## src/rtl/core/dq_pkg.sv

```systemverilog
// ----------------------------------------------------------------------------
// dq_pkg: shared types and constants of the double-ended queue
// Command kinds, result status codes, controller states and the
// command/status bundles between controller and datapath.
// ----------------------------------------------------------------------------
`default_nettype none

package dq_pkg;

  localparam int DEFAULT_CAPACITY = 16;
  localparam int VALUE_W          = 32;
  localparam int KIND_W           = 3;
  localparam int STATUS_W         = 2;

  typedef enum logic [KIND_W-1:0] {
    K_PUSH_FRONT = 3'd0,
    K_PUSH_BACK  = 3'd1,
    K_POP_FRONT  = 3'd2,
    K_POP_BACK   = 3'd3,
    K_LIST_FWD   = 3'd4,
    K_LIST_BWD   = 3'd5
  } dq_kind_t;

  typedef enum logic [STATUS_W-1:0] {
    ST_OK    = 2'd0,
    ST_EMPTY = 2'd1,
    ST_FULL  = 2'd2
  } dq_status_t;

  typedef enum logic [1:0] {
    S_IDLE,
    S_POP,
    S_LIST
  } dq_state_t;

  // controller -> datapath
  typedef struct packed {
    logic       push_front;
    logic       push_back;
    logic       pop_front;
    logic       pop_back;
    logic       list_start;
    logic       list_step;
    logic       list_fwd;   // direction, sampled with list_start
    logic       emit_imm;   // result with no stored value
    logic       emit_rd;    // result carrying the read-back value
    logic       emit_last;
    dq_status_t status;     // status for emit_imm
  } dq_cmd_t;

  // datapath -> controller
  typedef struct packed {
    logic empty;
    logic full;
    logic list_last;
    logic out_free;
  } dq_stat_t;

endpackage

`default_nettype wire

```

## src/rtl/core/dq_ctrl.sv

```systemverilog
// ----------------------------------------------------------------------------
// dq_ctrl: command sequencer
// Decodes each accepted word and steers the datapath through pushes,
// pops and listings.
// ----------------------------------------------------------------------------
`default_nettype none

module dq_ctrl (
  input  wire logic                        clk,
  input  wire logic                        rst,
  input  wire logic                        in_valid,
  input  wire logic [dq_pkg::KIND_W-1:0]   in_kind,
  output logic                             in_ready,
  input  wire dq_pkg::dq_stat_t            stat,
  output dq_pkg::dq_cmd_t                  cmd
);

  dq_pkg::dq_state_t state;
  dq_pkg::dq_state_t state_next;
  logic              acc;

  assign acc = in_valid && in_ready;

  always_ff @(posedge clk) begin
    if (rst) begin
      state <= dq_pkg::S_IDLE;
    end else begin
      state <= state_next;
    end
  end

  always_comb begin
    state_next = state;
    case (state)
      dq_pkg::S_IDLE: begin
        if (acc && !stat.empty) begin
          case (in_kind)
            dq_pkg::K_POP_FRONT, dq_pkg::K_POP_BACK: state_next = dq_pkg::S_POP;
            dq_pkg::K_LIST_FWD, dq_pkg::K_LIST_BWD:  state_next = dq_pkg::S_LIST;
            default:                                 state_next = dq_pkg::S_IDLE;
          endcase
        end
      end
      dq_pkg::S_POP: begin
        if (stat.out_free) state_next = dq_pkg::S_IDLE;
      end
      dq_pkg::S_LIST: begin
        if (stat.out_free && stat.list_last) state_next = dq_pkg::S_IDLE;
      end
      default: state_next = dq_pkg::S_IDLE;
    endcase
  end

  always_comb begin
    cmd      = '0;
    in_ready = 1'b0;
    case (state)
      dq_pkg::S_IDLE: begin
        in_ready = stat.out_free;
        if (acc) begin
          case (in_kind)
            dq_pkg::K_PUSH_FRONT, dq_pkg::K_PUSH_BACK: begin
              cmd.emit_imm  = 1'b1;
              cmd.emit_last = 1'b1;
              if (stat.full) begin
                cmd.status = dq_pkg::ST_FULL;
              end else begin
                cmd.status     = dq_pkg::ST_OK;
                cmd.push_front = (in_kind == dq_pkg::K_PUSH_FRONT);
                cmd.push_back  = (in_kind == dq_pkg::K_PUSH_BACK);
              end
            end
            dq_pkg::K_POP_FRONT, dq_pkg::K_POP_BACK: begin
              if (stat.empty) begin
                cmd.emit_imm  = 1'b1;
                cmd.emit_last = 1'b1;
                cmd.status    = dq_pkg::ST_EMPTY;
              end else begin
                cmd.pop_front = (in_kind == dq_pkg::K_POP_FRONT);
                cmd.pop_back  = (in_kind == dq_pkg::K_POP_BACK);
              end
            end
            dq_pkg::K_LIST_FWD, dq_pkg::K_LIST_BWD: begin
              if (stat.empty) begin
                cmd.emit_imm  = 1'b1;
                cmd.emit_last = 1'b1;
                cmd.status    = dq_pkg::ST_EMPTY;
              end else begin
                cmd.list_start = 1'b1;
                cmd.list_fwd   = (in_kind == dq_pkg::K_LIST_FWD);
              end
            end
            default: ; // unused codes are dropped silently
          endcase
        end
      end
      dq_pkg::S_POP: begin
        if (stat.out_free) begin
          cmd.emit_rd   = 1'b1;
          cmd.emit_last = 1'b1;
        end
      end
      dq_pkg::S_LIST: begin
        if (stat.out_free) begin
          cmd.emit_rd   = 1'b1;
          cmd.emit_last = stat.list_last;
          cmd.list_step = !stat.list_last;
        end
      end
      default: ;
    endcase
  end

endmodule

`default_nettype wire

```

## src/rtl/core/dq_dpath.sv

```systemverilog
// ----------------------------------------------------------------------------
// dq_dpath: queue storage and pointers
// Circular entry memory with registered read, front position, entry count,
// listing index and the output register.
// ----------------------------------------------------------------------------
`default_nettype none

module dq_dpath #(
  parameter int CAPACITY = dq_pkg::DEFAULT_CAPACITY
) (
  input  wire logic                          clk,
  input  wire logic                          rst,
  input  wire dq_pkg::dq_cmd_t               cmd,
  output dq_pkg::dq_stat_t                   stat,
  input  wire logic [dq_pkg::VALUE_W-1:0]    in_value,
  output logic                               out_valid,
  input  wire logic                          out_ready,
  output logic [dq_pkg::STATUS_W-1:0]        out_status,
  output logic [dq_pkg::VALUE_W-1:0]         out_item,
  output logic                               out_last
);

  localparam int PW = $clog2(CAPACITY);
  localparam int CW = $clog2(CAPACITY + 1);

  logic [dq_pkg::VALUE_W-1:0] mem [CAPACITY];
  logic [dq_pkg::VALUE_W-1:0] rd_data;

  logic [PW-1:0] front;
  logic [CW-1:0] count;
  logic [CW-1:0] idx;
  logic          list_fwd;

  logic [CW-1:0] k_sel;
  logic [CW:0]   slot_sum;
  logic [PW-1:0] slot;
  logic [PW-1:0] front_dec;
  logic [PW-1:0] front_inc;
  logic [PW-1:0] addr;
  logic          rd_en;
  logic          push;

  // offset from the front of the entry touched this cycle
  always_comb begin
    k_sel = '0;
    if (cmd.push_back) begin
      k_sel = count;
    end else if (cmd.pop_back || (cmd.list_start && !cmd.list_fwd)) begin
      k_sel = count - CW'(1);
    end else if (cmd.list_step) begin
      k_sel = list_fwd ? (idx + CW'(1)) : (count - CW'(2) - idx);
    end
  end

  // front plus offset stays below 2*CAPACITY, so one subtract wraps it
  assign slot_sum  = (CW+1)'(front) + (CW+1)'(k_sel);
  assign slot      = (slot_sum >= (CW+1)'(CAPACITY)) ?
                     PW'(slot_sum - (CW+1)'(CAPACITY)) : PW'(slot_sum);
  assign front_dec = (front == '0) ? PW'(CAPACITY - 1) : front - PW'(1);
  assign front_inc = (front == PW'(CAPACITY - 1)) ? '0 : front + PW'(1);
  assign addr      = cmd.push_front ? front_dec : slot;
  assign push      = cmd.push_front || cmd.push_back;
  assign rd_en     = cmd.pop_front || cmd.pop_back || cmd.list_start || cmd.list_step;

  always_ff @(posedge clk) begin
    if (push) mem[addr] <= in_value;
    if (rd_en) rd_data <= mem[addr];
  end

  always_ff @(posedge clk) begin
    if (rst) begin
      front    <= '0;
      count    <= '0;
      idx      <= '0;
      list_fwd <= 1'b0;
    end else begin
      if (cmd.push_front) front <= front_dec;
      if (cmd.pop_front)  front <= front_inc;
      if (push) count <= count + CW'(1);
      if (cmd.pop_front || cmd.pop_back) count <= count - CW'(1);
      if (cmd.list_start) begin
        idx      <= '0;
        list_fwd <= cmd.list_fwd;
      end else if (cmd.list_step) begin
        idx <= idx + CW'(1);
      end
    end
  end

  // output register
  always_ff @(posedge clk) begin
    if (rst) begin
      out_valid <= 1'b0;
    end else if (cmd.emit_imm || cmd.emit_rd) begin
      out_valid <= 1'b1;
    end else if (out_ready) begin
      out_valid <= 1'b0;
    end
  end

  always_ff @(posedge clk) begin
    if (cmd.emit_imm) begin
      out_status <= cmd.status;
      out_item   <= '0;
      out_last   <= cmd.emit_last;
    end else if (cmd.emit_rd) begin
      out_status <= dq_pkg::ST_OK;
      out_item   <= rd_data;
      out_last   <= cmd.emit_last;
    end
  end

  assign stat.empty     = (count == '0);
  assign stat.full      = (count == CW'(CAPACITY));
  assign stat.list_last = ((CW+1)'(idx) + (CW+1)'(1) == (CW+1)'(count));
  assign stat.out_free  = !out_valid || out_ready;

`ifndef SYNTHESIS
  a_count_bound: assert property (@(posedge clk) disable iff (rst)
    count <= CW'(CAPACITY))
    else $error("entry count beyond capacity");

  a_front_bound: assert property (@(posedge clk) disable iff (rst)
    CW'(front) < CW'(CAPACITY))
    else $error("front position out of range");

  a_no_push_full: assert property (@(posedge clk) disable iff (rst)
    (cmd.push_front || cmd.push_back) |-> !stat.full)
    else $error("push into full queue");

  a_no_pop_empty: assert property (@(posedge clk) disable iff (rst)
    (cmd.pop_front || cmd.pop_back || cmd.list_start) |-> !stat.empty)
    else $error("read from empty queue");

  a_no_overwrite: assert property (@(posedge clk) disable iff (rst)
    (cmd.emit_imm || cmd.emit_rd) |-> stat.out_free)
    else $error("result register overwritten");

  a_push_count: assert property (@(posedge clk) disable iff (rst)
    (cmd.push_front || cmd.push_back) |=> (count == $past(count) + CW'(1)))
    else $error("push did not grow count");
`endif

endmodule

`default_nettype wire

```

## src/rtl/core/double_ended_queue_top.sv

```systemverilog
// ----------------------------------------------------------------------------
// double_ended_queue_top: bounded double-ended queue of signed 32-bit words
// Push/pop at either end, forward and backward listings over a circular
// store of CAPACITY entries.
// ----------------------------------------------------------------------------
//  channel  | dir | tdata          | tuser              | tlast
//  s_axis   | in  | [31:0] value   | [2:0] kind         | -
//  m_axis   | out | [31:0] item    | [1:0] status       | last
//
//  Push, or any command meeting a full/empty queue: result in the output
//  register the next cycle.
//  Pop: a registered memory read, then into the output register once free.
//  Listing: one memory read per entry, each passed on once the register is free.
//  A new word is taken once the previous command is finished and the output
//  register is free or draining; a stalled m_axis holds the sequencer.
//  Synchronous reset empties the queue at once; no clearing pass.
// ----------------------------------------------------------------------------
`default_nettype none

module double_ended_queue_top #(
  parameter int CAPACITY = dq_pkg::DEFAULT_CAPACITY
) (
  input  wire logic                         clk,
  input  wire logic                         rst,
  input  wire logic                         s_axis_tvalid,
  output logic                              s_axis_tready,
  input  wire logic [dq_pkg::VALUE_W-1:0]   s_axis_tdata,  // [31:0] value
  input  wire logic [dq_pkg::KIND_W-1:0]    s_axis_tuser,  // [2:0] kind
  output logic                              m_axis_tvalid,
  input  wire logic                         m_axis_tready,
  output logic [dq_pkg::VALUE_W-1:0]        m_axis_tdata,  // [31:0] item
  output logic [dq_pkg::STATUS_W-1:0]       m_axis_tuser,  // [1:0] status
  output logic                              m_axis_tlast
);

  dq_pkg::dq_cmd_t  cmd;
  dq_pkg::dq_stat_t stat;

  dq_ctrl u_ctrl (
    .clk      (clk),
    .rst      (rst),
    .in_valid (s_axis_tvalid),
    .in_kind  (s_axis_tuser),
    .in_ready (s_axis_tready),
    .stat     (stat),
    .cmd      (cmd)
  );

  dq_dpath #(
    .CAPACITY (CAPACITY)
  ) u_dpath (
    .clk        (clk),
    .rst        (rst),
    .cmd        (cmd),
    .stat       (stat),
    .in_value   (s_axis_tdata),
    .out_valid  (m_axis_tvalid),
    .out_ready  (m_axis_tready),
    .out_status (m_axis_tuser),
    .out_item   (m_axis_tdata),
    .out_last   (m_axis_tlast)
  );

endmodule

`default_nettype wire

```

## config.mk

```make
export PLATFORM = sky130hd
export DESIGN_NAME = double_ended_queue_top
export DESIGN_NICKNAME = d
export VERILOG_FILES = /design/src/rtl/core/dq_pkg.sv /design/src/rtl/core/dq_ctrl.sv /design/src/rtl/core/dq_dpath.sv /design/src/rtl/core/double_ended_queue_top.sv
export SDC_FILE = /design/constraint.sdc
export NUM_CORES = 1
export LEC_CHECK = 0
export BUFFER_PORTS_ARGS = -buffer_cell sky130_fd_sc_hd__buf_2
export CAP_MARGIN = 25
export CELL_PAD_IN_SITES_DETAIL_PLACEMENT = 1
export CELL_PAD_IN_SITES_GLOBAL_PLACEMENT = 2
export CORE_AREA = 2 2 242 244
export DETAILED_ROUTE_END_ITERATION = 10
export DIE_AREA = 0 0 244 246
export GPL_ROUTABILITY_DRIVEN = 0
export PLACE_DENSITY_LB_ADDON = 0.1
export SLEW_MARGIN = 5
export SYNTH_ARGS = -nofsm -noshare
export SYNTH_HDL_FRONTEND = slang
export SYNTH_SLANG_ARGS = --single-unit
```

## constraint.sdc

```tcl
create_clock -name clk -period 18.2 [get_ports clk]
set_input_delay 3.64 -clock clk [delete_from_list [all_inputs] [get_ports clk]]
set_output_delay 3.64 -clock clk [all_outputs]
set_load 0.02 [all_outputs]
```

==> key figures <==
Run status
  – Status: finished, final reports clean

Final layout
  – Most frequent cells in the layout: 596 x nand2_1, 547 x edfxtp_1, 309 x a21oi_1, 140 x o21ai_0, 75 x buf_2
  – P&R area growth vs syn: 13.1%
  – Layout Nets: 2,314
  – Layout cell share with drive strength beyond 1: 12.3%
  – Commonest non-fill, non-tap cell in the layout: nand2_1

STA
  – Final TNS setup: 0 ps
  – Fin crit share: 54.2%
  – Slew Limit Headroom: 29.4%
  – Final hold violation count: 0
  – Final Skew: 16.9 ps
  – Worst Tran Pin Value: 1060 ps
  – Fin Hold WS: 451 ps
  – Fmax: 0.101 GHz
  – Slew Viols, Final: 0
  – RSZ-0062 raised after global routing: false
  – Tmin final: 9870 ps
  – Final setup violation count: 0

Routing
  – # DRC: 0
  – Routed wire per std cell: 25.5 um
  – Via count: 18,500
  – Antenna Nets Post-Route: 0
  – Vias/cell: 6.04
  – DR iter-0 viols: 1,351
  – Final WL: 78.2 mm
  – Drt pass-1 iters: 5

Clocking
  – CTS H-tree depth: 3
  – # resized after CTS: 0
  – Root buf cell: clkbuf_16
  – Clk buf depth: 3
  – CTS Buf Count: 66
  – Post-CTS Setup Bufs: 0
  – CTS Sinks: 597
  – TritonCTS clock tree: built
  – Clock latency on the worst-skew pair: 600 ps
  – Clock-pin slew on the worst setup and hold paths: 60 ps
  – Hold buffers post-CTS: 0

Critical path
  – R2R Setup Slk: 10,600 ps
  – Setup crit end: u_dpath.mem[1][24]$_DFFE_PP_
  – Required time of the critical path: 18,440 ps
  – Crit path from: m_axis_tready
  – Critical Path End Type: register
  – FF-to-FF End: u_dpath.mem[1][24]$_DFFE_PP_
  – Critical Path AT: 10,110 ps
  – CP Launch Type: input port
  – CP max FO: 82
  – Crit path kind: input port to register
  – Reg2Reg Depth: 17
  – Critical R2R Launch: u_dpath.count[0]$_SDFFE_PP0P_

Power
  – Clock power frac: 39.7%
  – Internal power: 2540 uW
  – Seq pwr share: 44.7%
  – Sw frac: 26.3%
  – Combinational share of power: 15.6%
  – Worst vdd rail ir drop: 0.0868 mV
  – PD cells: 117 mW/mm^2
  – Leak: 0.0100 uW
  – Sw Pwr: 907 uW

Yosys
  – Syn nets: 2,292
  – Predominant post-synthesis flop cell: edfxtp_1
  – Synth unique cells: 63
  – Post-synth EDFFs: 547
  – Synth async-reset ratio: 0%
  – Seq cells post-synth: 597
  – Register area share after synthesis: 66.7%
  – Cells after Synth: 2,232
  – Synth warn: 0
  – Synth Area in Compound Gates: 16.0%
  – Synth Area in Adders: 1.06%
  – XOR/XNOR share of the synthesized area: 0.828%
  – Mapped cell area: 0.0261 mm^2
  – Largest family of logic cells by synthesized area: compound AO/OA/AOI/OAI gates
  – Mux share of post-synthesis cell area: 1.97%
  – Mapped Avg Cell Area: 11.7 um^2
  – Simple-Gate Fraction of Synth Area: 10.5%

Flow run
  – Max-cap violations: 0

GRT
  – Total global-route track usage: 26.2%
  – Number of global-route vias before repair: 19,400
  – Largest net degree at the start of global routing: 89
  – Met2 usage: 44.8%
  – Met3 Resource Use GR: 3.57%
  – Initial antenna violation count: 2
  – First-pass GRT wire length: 119 mm
  – Grt ovf: 0
  – Met1 usage: 34.7%
  – GRT Max-Usage Layer: met2

Floorplan
  – Initial Utilization: 45.6%
  – DIE WIDTH: 244 um
  – # IOs: 76
  – Rows: 88
  – Die area: 0.0600 mm^2
  – Core outline area: 0.0574 mm^2
  – Die height: 246 um

Placement
  – Post-detail-place hpwl: 43.6 mm
  – I/O Buffers: 75

Hold path
  – Hold Path Class: register to register
how the worst min path moves through the flow:
stage	startpoint	endpoint	slack [ps]	cells after the start
2_1_floorplan	u_dpath.rd_data[0]$_DFFE_PP_	u_dpath.out_item[0]$_SDFFE_PP0P_	470	2
3_3_place_gp	u_dpath.out_item[28]$_SDFFE_PP0P_	u_dpath.out_item[28]$_SDFFE_PP0P_	440	2
3_5_place_dp	u_dpath.out_item[27]$_SDFFE_PP0P_	u_dpath.out_item[27]$_SDFFE_PP0P_	450	2
4_1_cts	u_dpath.out_item[27]$_SDFFE_PP0P_	u_dpath.out_item[27]$_SDFFE_PP0P_	450	2
5_1_grt	u_dpath.out_item[18]$_SDFFE_PP0P_	u_dpath.out_item[18]$_SDFFE_PP0P_	480	2
6_report	u_dpath.out_item[27]$_SDFFE_PP0P_	u_dpath.out_item[27]$_SDFFE_PP0P_	450	2
final cells by class:
type	instances	area (um^2)
tap	765	957
timing repair buffer	123	796
sequential	597	17400
antenna	2	5.00
clock buffer	84	1760
inverter	20	77.6
multi-input combinational	1446	8110
clock inverter	35	432
fill	5864	27800
cells in the mapped netlist, drive strengths merged (2+ instances only):
cell / number / share of area (%)
clkbuf: 127 / 1.8
nand3: 10 / 0.21
nand2b: 4 / 0.096
o211a: 2 / 0.077
a31oi: 7 / 0.22
mux2i: 3 / 0.11
inv: 20 / 0.29
nor2b: 4 / 0.096
fa: 2 / 0.15
nand4: 4 / 0.15
o21bai: 2 / 0.057
o22ai: 2 / 0.048
a211oi: 6 / 0.19
ha: 19 / 0.91
a221oi: 64 / 2.1
a32oi: 64 / 2.1
edfxtp: 547 / 63
xor2: 6 / 0.20
nor2: 30 / 0.44
xnor2: 11 / 0.37
nand2: 596 / 8.6
a22oi: 66 / 1.9
and2: 4 / 0.096
o31a: 2 / 0.067
buf: 42 / 0.89
o31ai: 2 / 0.057
and3: 5 / 0.12
dfxtp: 50 / 3.8
a21o: 4 / 0.11
mux2: 33 / 1.9
or2: 2 / 0.048
xnor3: 3 / 0.26
a21oi: 311 / 6.0
nor3: 17 / 0.33
o21ai: 144 / 2.8
o211ai: 2 / 0.057
stage by stage:
stage	area, um^2	instances	total power (uW)	worst slack, ps	utilization [%]
after floorplan	26100	2232	1940	9190	-
after global placement	27300	2948	2090	7800	47.6
after detailed placement	27300	2948	2110	7720	47.6
after CTS	29500	3067	3480	8310	51.4
after global routing	29600	3070	3580	7890	51.5
final	29600	3072	3450	8330	51.5
sequential cells by signal, indices dropped and copies added, names as in the netlist, 2 cells and up:
name and count:
u_dpath.mem 512, u_dpath.out_item 32, u_dpath.front 4, u_dpath.count 5
u_dpath.idx 5, u_ctrl.state 2, u_dpath.out_status 2, u_dpath.rd_data 32
logic make-up (layout without fill, tap and decap cells):
kind of cell,count (synthesis),after routing
and+or+nand+nor,684,684
AOI/OAI and AO/OA,685,685
DFF,597,597
xor gates and xnor gates,20,20
muxes,36,36
other,0,2
buffers and inverters,189,262
adders and majority gates,21,21
routing by layer:
metal / up-vias / share of wire, %
met5: - / 0.018
met4: 2 / 2.5
met3: 129 / 4.7
met2: 507 / 49
met1: 9565 / 44
li1: 8345 / -
power by group through the flow:
| stage | clock [uW] | sequential (uW) | combinational (uW) |
|---|---|---|---|
| floorplan | 0 | 1570 | 370 |
| CTS | 1390 | 1540 | 541 |
| finish | 1370 | 1540 | 538 |
| global placement | 0 | 1570 | 516 |
| global route | 1440 | 1540 | 589 |
| detailed placement | 0 | 1570 | 536 |
worst max-delay path: stages:
cell	delay, ps
buf_2	80
nand2b_1	340
and2_1	250
and3_1	440
nand2_1	240
a211oi_1	260
a31oi_1	100
ha_4	890
buf_4	860
nand2_1	210
mux2i_4	180
buf_4	490
buf_4	870
and3_2	570
buf_4	450
(Power assumes the default switching activity.)
